<file path="src/rtl/rhht_pkg.sv">
// Shared constants and types for the Robin Hood hash table unit.
package rhht_pkg;
   localparam int NumSlotsDef  = 1024;
   localparam int DataWidthDef = 64;
   localparam int MaxProbeDef  = 63;
   localparam int CountW       = 11;
   localparam logic [CountW-1:0] MaxOccReset = 11'd768;

   typedef enum logic [1:0] {
      OP_SET   = 2'd0,
      OP_GET   = 2'd1,
      OP_ERASE = 2'd2,
      OP_NOP   = 2'd3
   } opcode_type;

   typedef enum logic [1:0] {
      ST_OK        = 2'd0,
      ST_NOT_FOUND = 2'd1,
      ST_OVERFLOW  = 2'd2,
      ST_FULL      = 2'd3
   } status_type;

   localparam logic [0:0] REG_MAX_OCC = 1'b0;
endpackage

</file>
<file path="src/rtl/rhht_csr.sv">
// Configuration register file holding the occupancy limit.
module rhht_csr (
   input  logic                        clock,
   input  logic                        reset,
   input  logic                        csr_psel,
   input  logic                        csr_penable,
   input  logic                        csr_pwrite,
   input  logic [0:0]                  csr_paddr,
   input  logic [31:0]                 csr_pwdata,
   output logic [31:0]                 csr_prdata,
   output logic                        csr_pready,
   output logic [rhht_pkg::CountW-1:0] max_occ
);
   import rhht_pkg::*;

   logic [CountW-1:0] max_occ_ff;

   always_ff @(posedge clock) begin
      if (reset) begin
         max_occ_ff <= MaxOccReset;
      end else if (csr_psel && csr_penable && csr_pwrite && csr_paddr == REG_MAX_OCC) begin
         max_occ_ff <= csr_pwdata[CountW-1:0];
      end
   end

   assign csr_pready = 1'b1;
   assign csr_prdata = (csr_paddr == REG_MAX_OCC) ? {{(32-CountW){1'b0}}, max_occ_ff} : 32'd0;
   assign max_occ    = max_occ_ff;
endmodule

</file>
<file path="config.mk">
export PLATFORM = sky130hd
export DESIGN_NAME = rhht_csr
export DESIGN_NICKNAME = d
export VERILOG_FILES = /design/src/rtl/rhht_pkg.sv /design/src/rtl/rhht_csr.sv
export SDC_FILE = /design/constraint.sdc
export NUM_CORES = 1
export LEC_CHECK = 0
export ABC_AREA = 1
export BUFFER_PORTS_ARGS = -buffer_cell sky130_fd_sc_hd__buf_2
export CAP_MARGIN = 25
export CELL_PAD_IN_SITES_DETAIL_PLACEMENT = 1
export CELL_PAD_IN_SITES_GLOBAL_PLACEMENT = 1
export CORE_ASPECT_RATIO = 0.6
export CORE_MARGIN = 1
export CORE_UTILIZATION = 20
export DETAILED_ROUTE_END_ITERATION = 8
export HOLD_SLACK_MARGIN = 0.15
export PLACE_DENSITY_LB_ADDON = 0.1
export RECOVER_POWER = 25
export SKIP_CTS_REPAIR_TIMING = 1
export SKIP_LAST_GASP = 1
export SLEW_MARGIN = 10
export SYNTH_ARGS = -nofsm -noshare
export SYNTH_HDL_FRONTEND = slang
export SYNTH_SLANG_ARGS = --single-unit
</file>
<file path="constraint.sdc">
create_clock -name clock -period 0.8 [get_ports clock]
set_input_delay 0.04 -clock clock [delete_from_list [all_inputs] [get_ports clock]]
set_output_delay 0.04 -clock clock [all_outputs]
set_load 0.1 [all_outputs]
</file>
# Yosys cells after proc, flatten, opt, wreduce, memory -nomap -nowiden
# Index checks and enable logic that the tools add are counted.
[totals]
reg_bits = 11
inputBits = 38
output_inout_bits = 44
word_cells = 6
[op_classes]
n_mux = 1
bitwise_logic = 1
reduce_logical = 3
[op_table]
columns = ["operator", "count"]
rows = [
  ["2-to-1 mux 11 bit", 1],
  ["logical AND 1 bit", 3],
  ["NOT 1 bit", 1],
]

# Depth between registers and ports, before layout
# Gate-level depths: netlist of the first run.
[logic_depth]
ltp_word = 3
ltp_mapped = 6

# Worst setup path after synthesis of the first run
# Ideal clock, no wire load.
[synth_timing]
path_kind = "register -> output"
from = "register max_occ_ff[0] (netlist: max_occ[0])"
to = "output csr_prdata[0]"
arrival_ns = 2.314
setup_slack_ns = -1.554
stages_incl_launch_ff = 3
cell_sequence = "dfxtp_1 -> inv_1 -> nor2_1"
[synth_between]
elab_chain_cells = 1
[synth_rtl]
columns = ["element", "line", "text"]
rows = [
  ["from (decl)", "rhht_csr.sv:16", "logic [CountW-1:0] max_occ_ff;"],
  ["from (signal assigned)", "rhht_csr.sv:20", "max_occ_ff <= MaxOccReset;"],
  ["from (signal assigned)", "rhht_csr.sv:22", "max_occ_ff <= csr_pwdata[CountW-1:0];"],
  ["2-to-1 mux 11 bit", "rhht_csr.sv:27", "assign csr_prdata = (csr_paddr == REG_MAX_OCC) ? {{(32-CountW){1'b0}}, max_occ_ff} : 32'd0;"],
  ["to (decl)", "rhht_csr.sv:10", "output logic [31:0] csr_prdata,"],
]
# No other way between the ends.

# Worst setup path after layout of the first run
[layout_timing]
from = "register max_occ_ff[8] (netlist: max_occ[8])"
to = "output csr_prdata[8]"
# Same word-level chain as after synthesis.

==> qor.csv, run 1 <==
metric,value,unit
cell leakage power,0.755,nW
GRT Util Overall,11.9,%
largest net degree at the start of global routing,12,
"Hold Vio Cnt, Final",0,
Yosys reg bits,11,
die area,3940,um^2
post-route cell area,1580,um^2
port bufs,38,
Clock Power Share,24.7,%
Setup crit start kind,register,
vias after detailed routing,797,
RSZ-0062 raised after global routing,true,
Tightest Hold Check Type,in -> reg,
DR WL/cell,9.85,um
Combinational Power Share,49.9,%
CTS tree,built,
I/O pin count,82,
Max-Cap Viols,0,
R2R cell count,4,
Die Ht,49.0,um
drt drc,0,
Final Max Slew Viols,0,
"Seq/Total Area, Yosys",29.9,%
DRT antenna net count,0,
ANT cells,0,
Final #Nets,217,
CTS buffer count,3,
RD Place Congestion,0.683,
max FFs per register,11,
violated checks,setup timing,
synthesized area,737,um^2
Overflow after GRT,0,
Layout area overhead,114,%
proportion of layout cells with a drive suffix above 1,53.4,%
Total Power,2.25,mW
Crit Path Category,reg -> out,
final setup violation count,24,
Final Worst Setup Slack,-0.157,ns
Post-Route Utilization,46.6,%
status,"finished, violations left",
DP Wirelength,1.79,mm
pwr dens,1430,nW/um^2
FP Rows,16,
CTS root buffer,clkbuf_8,
initial cell density of the core,21.8,%
"Min Clock Period, post-route",0.957,ns
post-synth top area share,29.9,%
Die Width,80.4,um
drt pass-1 iters,4,
FF-to-FF setup slack,-0.02,ns
synthesized instance count,120,
initial antenna violation count,0,
setup_tns,-2.57,ns
Crit. End Element,output pin,
CP required,0.76,ns
maximum clock insertion buffer count,2,
vias in the first global route,778,
"CTS clk-pin slew, worst paths",0.05,ns
Skew-Pair Late Insertion Delay,0.24,ns
worst-path maximum fanout,3,
Area contributors post-synth,"dfxtp_1, buf_4, nor2_1",
core region area,3380,um^2
WP data arrival,0.92,ns
placed cell area,1380,um^2
YS warnings,0,
hold-critical path depth,5,
synthesized area per cell,6.14,um^2
Fin Clk Skew,0,ns
Peak Freq,1050,MHz
P_int,1.16,mW
Routed WL,2.20,mm
Unique masters post-synth,11,
crit share post-route,120,%
htree depth,1,
Iter 0 DRT Violations,24,
vias per cell,3.57,
Peak VDD IR,543,uV
clock sink total,11,
"area leader, netlist",dfxtp_1,
sw frac,48.6,%
first-pass GRT wire length,3.50,mm
Switch Pwr,1.09,mW
sequential power share,25.3,%
-- worst paths after layout --
check | start | endpoint
setup / recovery | max_occ[8] | csr_prdata[8]
hold / removal | csr_pwdata[3] | max_occ[3]
hold reg to reg | max_occ[7] | max_occ[7]
setup reg to reg | max_occ[6] | max_occ[6]
-- per-layer routing --
layer	part of all wire, %	up-vias	global-route usage, %
met5	0	-	0
met4	0.32	0	2.68
met3	8.3	2	5.61
met2	50	37	20.3
met1	42	341	13.3
li1	-	417	-
-- synth_stat cells (all sizes together) --
library cell and count:
nor2 31, inv 23, clkinv 1, nand2 16
buf 25, conb 2, dfxtp 11, nand3 11
-- critical path, stage by stage, from the launching register on --
cell,delay [ns]
dfxtp_4,0.37
inv_4,0.04
nor2_4,0.09
buf_12,0.18
-- power groups by stage --
| stage | clock, mW | combinational, mW | sequential [mW] |
|---|---|---|---|
| 2_1_floorplan | 0 | 0.776 | 0.713 |
| 3_3_place_gp | 0 | 1.06 | 0.586 |
| 3_5_place_dp | 0 | 1.07 | 0.587 |
| 4_1_cts | 0.585 | 1.07 | 0.576 |
| 5_1_grt | 0.628 | 1.17 | 0.572 |
| 6_report | 0.556 | 1.12 | 0.569 |
-- cell usage in the layout, fill, tap and decap left out, drive strengths merged --
cell type     n
dfxtp        11
inv          23
buf          55
clkbuf        5
nand2        16
clkinv        1
conb         22
nand3        11
nor2         31
dlygate4sd3   3
-- cell families (layout without fill, tap and decap cells) --
kind of cell	after synthesis	count (layout)	synth area share, %
AND/OR/NAND/NOR	58	58	32.1
buffers and inverters	49	87	37.0
flip-flops	11	11	29.9
other	2	22	1.02
-- per-stage QoR --
step / setup slack (ns) / hold WS, ns / cells
detailed placement: -0.00780 / 0.263 / 205
floorplan: -0.339 / 0.165 / 140
finish: -0.157 / 0.119 / 223
global placement: 0.0491 / 0.263 / 205
CTS: -0.206 / 0.0114 / 209
global route: -0.203 / 0.154 / 223
-- area by class of cell --
class | instances | area, um^2
fillers | 412 | 1810
repair buffers | 59 | 713
multi-input cells | 80 | 402
flip-flops and latches | 11 | 262
inverters | 24 | 100
well taps | 45 | 56.3
clock buffers | 4 | 45.0
No activity file was read; power rests on OpenSTA's default activity.
==> run 2: changes to the inputs <==
Settings changed: BUFFER_PORTS_ARGS -buffer_cell sky130_fd_sc_hd__buf_2 to default, CORE_ASPECT_RATIO 0.6 to default, CORE_UTILIZATION 20 to 35, DONT_BUFFER_PORTS from default to 1.
==> run 2 against run 1 <==
  * The flow now stops in 5_1_grt
  * Synthesized cell count unchanged
  * Synthesized area is the same
==> qor.csv, run 2 <==
metric,value,unit
Exit stage,5_1_grt,
Post-synth ARST share,0,%
RD Place Congestion,0.711,
I/O pin count,82,
DP Wirelength,1.64,mm
htree depth,1,
status,stopped before the end,
"EDFF count, synth",0,
top-count cell post-synth,nor2_1,
synthesized area per cell,6.14,um^2
synthesized instance count,120,
Area contributors post-synth,"dfxtp_1, buf_4, nor2_1",
maximum clock insertion buffer count,2,
initial cell density of the core,37.6,%
GRT worst endpoint,csr_prdata[0],
post-synth top area share,29.9,%
largest net degree at the start of global routing,14,
port bufs,0,
initial antenna violation count,0,
Place WS,-0.0582,ns
synthesized area,737,um^2
"area leader, netlist",dfxtp_1,
clock sink total,11,
most common flop cell mapped by yosys,dfxtp_1,
stop err,[ERROR DPL-0033] detailed placement checks failed during check placement.,
Die Ht,47.9,um
"Seq/Total Area, Yosys",29.9,%
YS warnings,0,
top post-synthesis cells by count,"nor2_1, buf_4, inv_1",
worst endpoint type,output port,
Placed Cells,167,
Die Width,47.9,um
FP Rows,16,
Unique masters post-synth,11,
CTS root buffer,clkbuf_4,
CTS buffer count,3,
Yosys reg bits,11,
run 2: cell counts after synthesis:
Identical to the previous run, type by type.
run 2: per-stage QoR:
step | utilization (%) | cell area, um^2 | hold WS (ns)
after floorplan | - | 936 | 0.165
after global placement | 58.0 | 1140 | 0.175
after detailed placement | 58.0 | 1140 | 0.181
after CTS | 59.3 | 1160 | -0.105
run 2: kinds of logic after synthesis:
logic type | share of synthesized area [%]
other cells | 1.02
flops | 29.9
buf+inv | 37.0
simple gates | 32.1
==> run 3: changes to the inputs <==
Settings changed: CELL_PAD_IN_SITES_DETAIL_PLACEMENT 1 to default, CELL_PAD_IN_SITES_GLOBAL_PLACEMENT 1 to default, CORE_UTILIZATION 35 to 20, HOLD_SLACK_MARGIN 0.15 to default, PLACE_DENSITY_LB_ADDON 0.1 to 0.15.
==> run 3 against run 2 <==
  * The flow now finishes, with violations (setup timing)
==> qor.csv, run 3 (synthesized netlist as in run 1, its figures left out) <==
metric,value,unit
status,"finished, violations left",
violated checks,setup timing,
vias after detailed routing,704,
htree depth,1,
Routed WL,1.81,mm
cell leakage power,0.618,nW
largest net degree at the start of global routing,14,
"CTS clk-pin slew, worst paths",0.05,ns
CP top delay family,flip-flops,
core region area,3440,um^2
Final Worst Setup Slack,-0.141,ns
CTS root buffer,clkbuf_8,
Min Hold Slack,0.0267,ns
Layout area overhead,82.3,%
worst r2r src,max_occ[7],
Max-Cap Viols,0,
initial cell density of the core,21.4,%
CTS tree,built,
"Hold Vio Cnt, Final",0,
Post-Route Utilization,39.0,%
proportion of layout cells with a drive suffix above 1,45.7,%
ANT cells,0,
setup_tns,-2.27,ns
most frequent cells in the layout,"conb_1, nor2_1, nand2_1, buf_12",
Setup crit start kind,register,
Overflow after GRT,0,
Tightest Hold Check Type,in -> reg,
CTS buffer count,3,
drt drc,0,
FP Rows,21,
die area,3930,um^2
post-route cell area,1340,um^2
CP required,0.76,ns
placed cell area,1150,um^2
Crit. End Element,output pin,
GRT Util Overall,8.79,%
Crit Path Category,reg -> out,
final setup violation count,22,
vias per cell,3.57,
"Min Clock Period, post-route",0.941,ns
RD Place Congestion,0.637,
Final Max Slew Viols,0,
crit share post-route,118,%
port bufs,0,
CP max-delay cell,dfxtp_4,
maximum clock insertion buffer count,2,
Die Ht,62.7,um
critical-path cell list,inv_2 -> nor2_4 -> buf_12,
pwr dens,1570,nW/um^2
Layout Cells excl Fill,197,
Skew-Pair Late Insertion Delay,0.23,ns
RSZ-0062 raised after global routing,true,
Final #Nets,190,
Placed Cells,186,
vias in the first global route,617,
Iter 0 DRT Violations,5,
I/O pin count,82,
DRT antenna net count,0,
"most common cell after layout, fill and taps aside",conb_1,
"Largest stage delay, worst path",0.35,ns
max FFs per register,11,
Worst Setup SP,max_occ[2],
Place WS,-0.0115,ns
worst-path maximum fanout,3,
Fin Clk Skew,0,ns
Peak VDD IR,574,uV
drt pass-1 iters,4,
FILL cells,362,
initial antenna violation count,0,
Total Power,2.11,mW
WP data arrival,0.90,ns
Peak Freq,1060,MHz
hold_sp,csr_pwdata[6],
clock sink total,11,
Die Width,62.7,um
CP Buf/Inv Count,2,
first-pass GRT wire length,2.64,mm
DP Wirelength,1.39,mm
DR WL/cell,9.21,um
[run 3: cell type report]
| cell class | instances | area (um^2) | area share [%] |
|---|---|---|---|
| well taps | 46 | 57.6 | 4.28 |
| inverters | 24 | 95.1 | 7.08 |
| repair buffers | 32 | 483 | 35.9 |
| clock buffers | 4 | 45.0 | 3.35 |
| flip-flops and latches | 11 | 262 | 19.5 |
| multi-input cells | 80 | 402 | 29.9 |
[run 3: routing by layer]
metal | wire (um) | part of all wire, % | vias to the layer above | global-route usage (%)
met3 | 119 | 6.6 | 0 | 3.47
met4 | 0 | 0 | 0 | 3.49
met5 | 0 | 0 | - | 0
met1 | 780 | 43 | 305 | 9.27
met2 | 913 | 50 | 37 | 15.5
li1 | - | - | 362 | -
[run 3: power by group]
group	switching (mW)	leakage [nW]	internal (mW)
clock network	0.200	0.0228	0.349
registers	0.0211	0.0962	0.546
logic	0.812	0.499	0.187
total	1.03	0.618	1.08
[run 3: worst paths after layout]
kind	slack [ns]	cells after the start	endpoint
max	-0.14	3	csr_prdata[2]
min	0.03	4	max_occ[6]
max reg2reg	0.19	2	max_occ[7]
min reg2reg	0.49	2	max_occ[8]
[run 3: worst min-delay path, stage by stage]
cell	delay [ns]
inv_1	0.03
nand3_1	0.07
nand2_1	0.05
nor2_1	0.03
==> run 4: changes to the inputs <==
Settings changed: BUFFER_PORTS_ARGS from default to -buffer_cell sky130_fd_sc_hd__buf_2, CORE_MARGIN 1 to 5, DONT_BUFFER_PORTS 1 to default.
==> run 4 against run 3 <==
  * The flow still finishes with violations (setup timing)
  * Clock power is essentially flat
  * Worst hold slack worse by 0.0084 ns
  * Critical path type unchanged
  * Final cell count increased by 12%
  * Sequential cell count unchanged
  * Worst setup slack worse by 0.015 ns
  * Cell area increased by 15%
  * Clock skew did not move
  * Wire length rose by 14%
  * Core utilization up 3.9 points
  * Largest cell class unchanged
==> qor.csv, run 4 (synthesized netlist as in run 1, its figures left out) <==
metric,value,unit
worst-path maximum fanout,3,
final setup violation count,22,
Overflow after GRT,0,
initial cell density of the core,20.4,%
cell leakage power,0.735,nW
Fin Clk Skew,0,ns
CTS root buffer,clkbuf_8,
htree depth,1,
Post-Route Utilization,43.0,%
clock sink total,11,
drt drc,0,
DP Wirelength,1.72,mm
Routed WL,2.07,mm
vias per cell,3.45,
status,"finished, violations left",
FF-to-FF setup slack,0.10,ns
GRT Util Overall,8.43,%
drt pass-1 iters,4,
Die Ht,70.7,um
core region area,3610,um^2
CP required,0.76,ns
DRT antenna net count,0,
Crit Path Category,reg -> out,
FILL cells,374,
Final Max Slew Viols,0,
RD Place Congestion,0.694,
RSZ-0062 raised after global routing,true,
max FFs per register,11,
first-pass GRT wire length,3.28,mm
Final Worst Setup Slack,-0.156,ns
violated checks,setup timing,
initial antenna violation count,0,
port bufs,38,
crit share post-route,119,%
Iter 0 DRT Violations,11,
ANT cells,0,
die area,5000,um^2
Min Hold Slack,0.0183,ns
maximum clock insertion buffer count,2,
Peak Freq,1050,MHz
"Min Clock Period, post-route",0.956,ns
most frequent cells in the layout,"buf_12, conb_1, nor2_1, nand2_1, buf_2",
Layout area overhead,110,%
I/O pin count,82,
"Hold Vio Cnt, Final",0,
WP data arrival,0.92,ns
Setup crit start kind,register,
post-route cell area,1550,um^2
vias after detailed routing,758,
Die Width,70.7,um
vias in the first global route,695,
Max-Cap Viols,0,
Peak VDD IR,553,uV
FP Rows,22,
proportion of layout cells with a drive suffix above 1,53.5,%
CTS buffer count,3,
"most common cell after layout, fill and taps aside",buf_12,
Tightest Hold Check Type,in -> reg,
placed cell area,1400,um^2
CTS tree,built,
DR WL/cell,9.40,um
largest net degree at the start of global routing,12,
pwr dens,1440,nW/um^2
Crit. End Element,output pin,
"CTS clk-pin slew, worst paths",0.05,ns
Skew-Pair Late Insertion Delay,0.23,ns
Final #Nets,211,
-- run 4: per-layer routing --
layer | vias to the layer above | wire length (um) | global-route usage (%) | share of wire (%)
met1 | 317 | 792 | 8.84 | 38
met2 | 35 | 1020 | 13.9 | 49
li1 | 404 | - | - | -
met4 | 0 | 19 | 4.38 | 0.92
met3 | 2 | 238 | 4.12 | 12
met5 | - | 0 | 0 | 0
-- run 4: critical path, cell delays in order, from the launching register on --
cell and delay (ns):
dfxtp_4 0.37, inv_4 0.04, nor2_4 0.09, buf_12 0.18
-- run 4: path summary, 6_finish.rpt --
path	cells after the start	to	start
setup / recovery	3	csr_prdata[3]	max_occ[3]
hold / removal	3	max_occ[8]	csr_pwdata[8]
setup reg to reg	3	max_occ[7]	max_occ[7]
hold reg to reg	2	max_occ[8]	max_occ[8]
-- run 4: report_power, final --
part	total (mW)	internal [mW]	switching, mW
Combinational	1.12	0.256	0.859
Sequential	0.566	0.546	0.0203
Clock	0.549	0.349	0.200
-- run 4: through the flow --
step | setup slack (ns) | std cells | total power, mW | setup TNS [ns]
CTS | -0.206 | 211 | 2.23 | -2.33
detailed placement | 0.0173 | 207 | 1.66 | 0
finish | -0.156 | 220 | 2.23 | -2.36
floorplan | -0.339 | 140 | 1.49 | -3.73
global placement | 0.0344 | 207 | 1.66 | 0
global route | -0.191 | 220 | 2.33 | -3.01
-- run 4: final cells by class --
cell class	instances	area (um^2)	area share, %
flip-flops and latches	11	262	16.9
clock buffers	4	45.0	2.91
repair buffers	53	688	44.4
multi-input cells	80	402	25.9
well taps	48	60.1	3.88
inverters	24	92.6	5.98
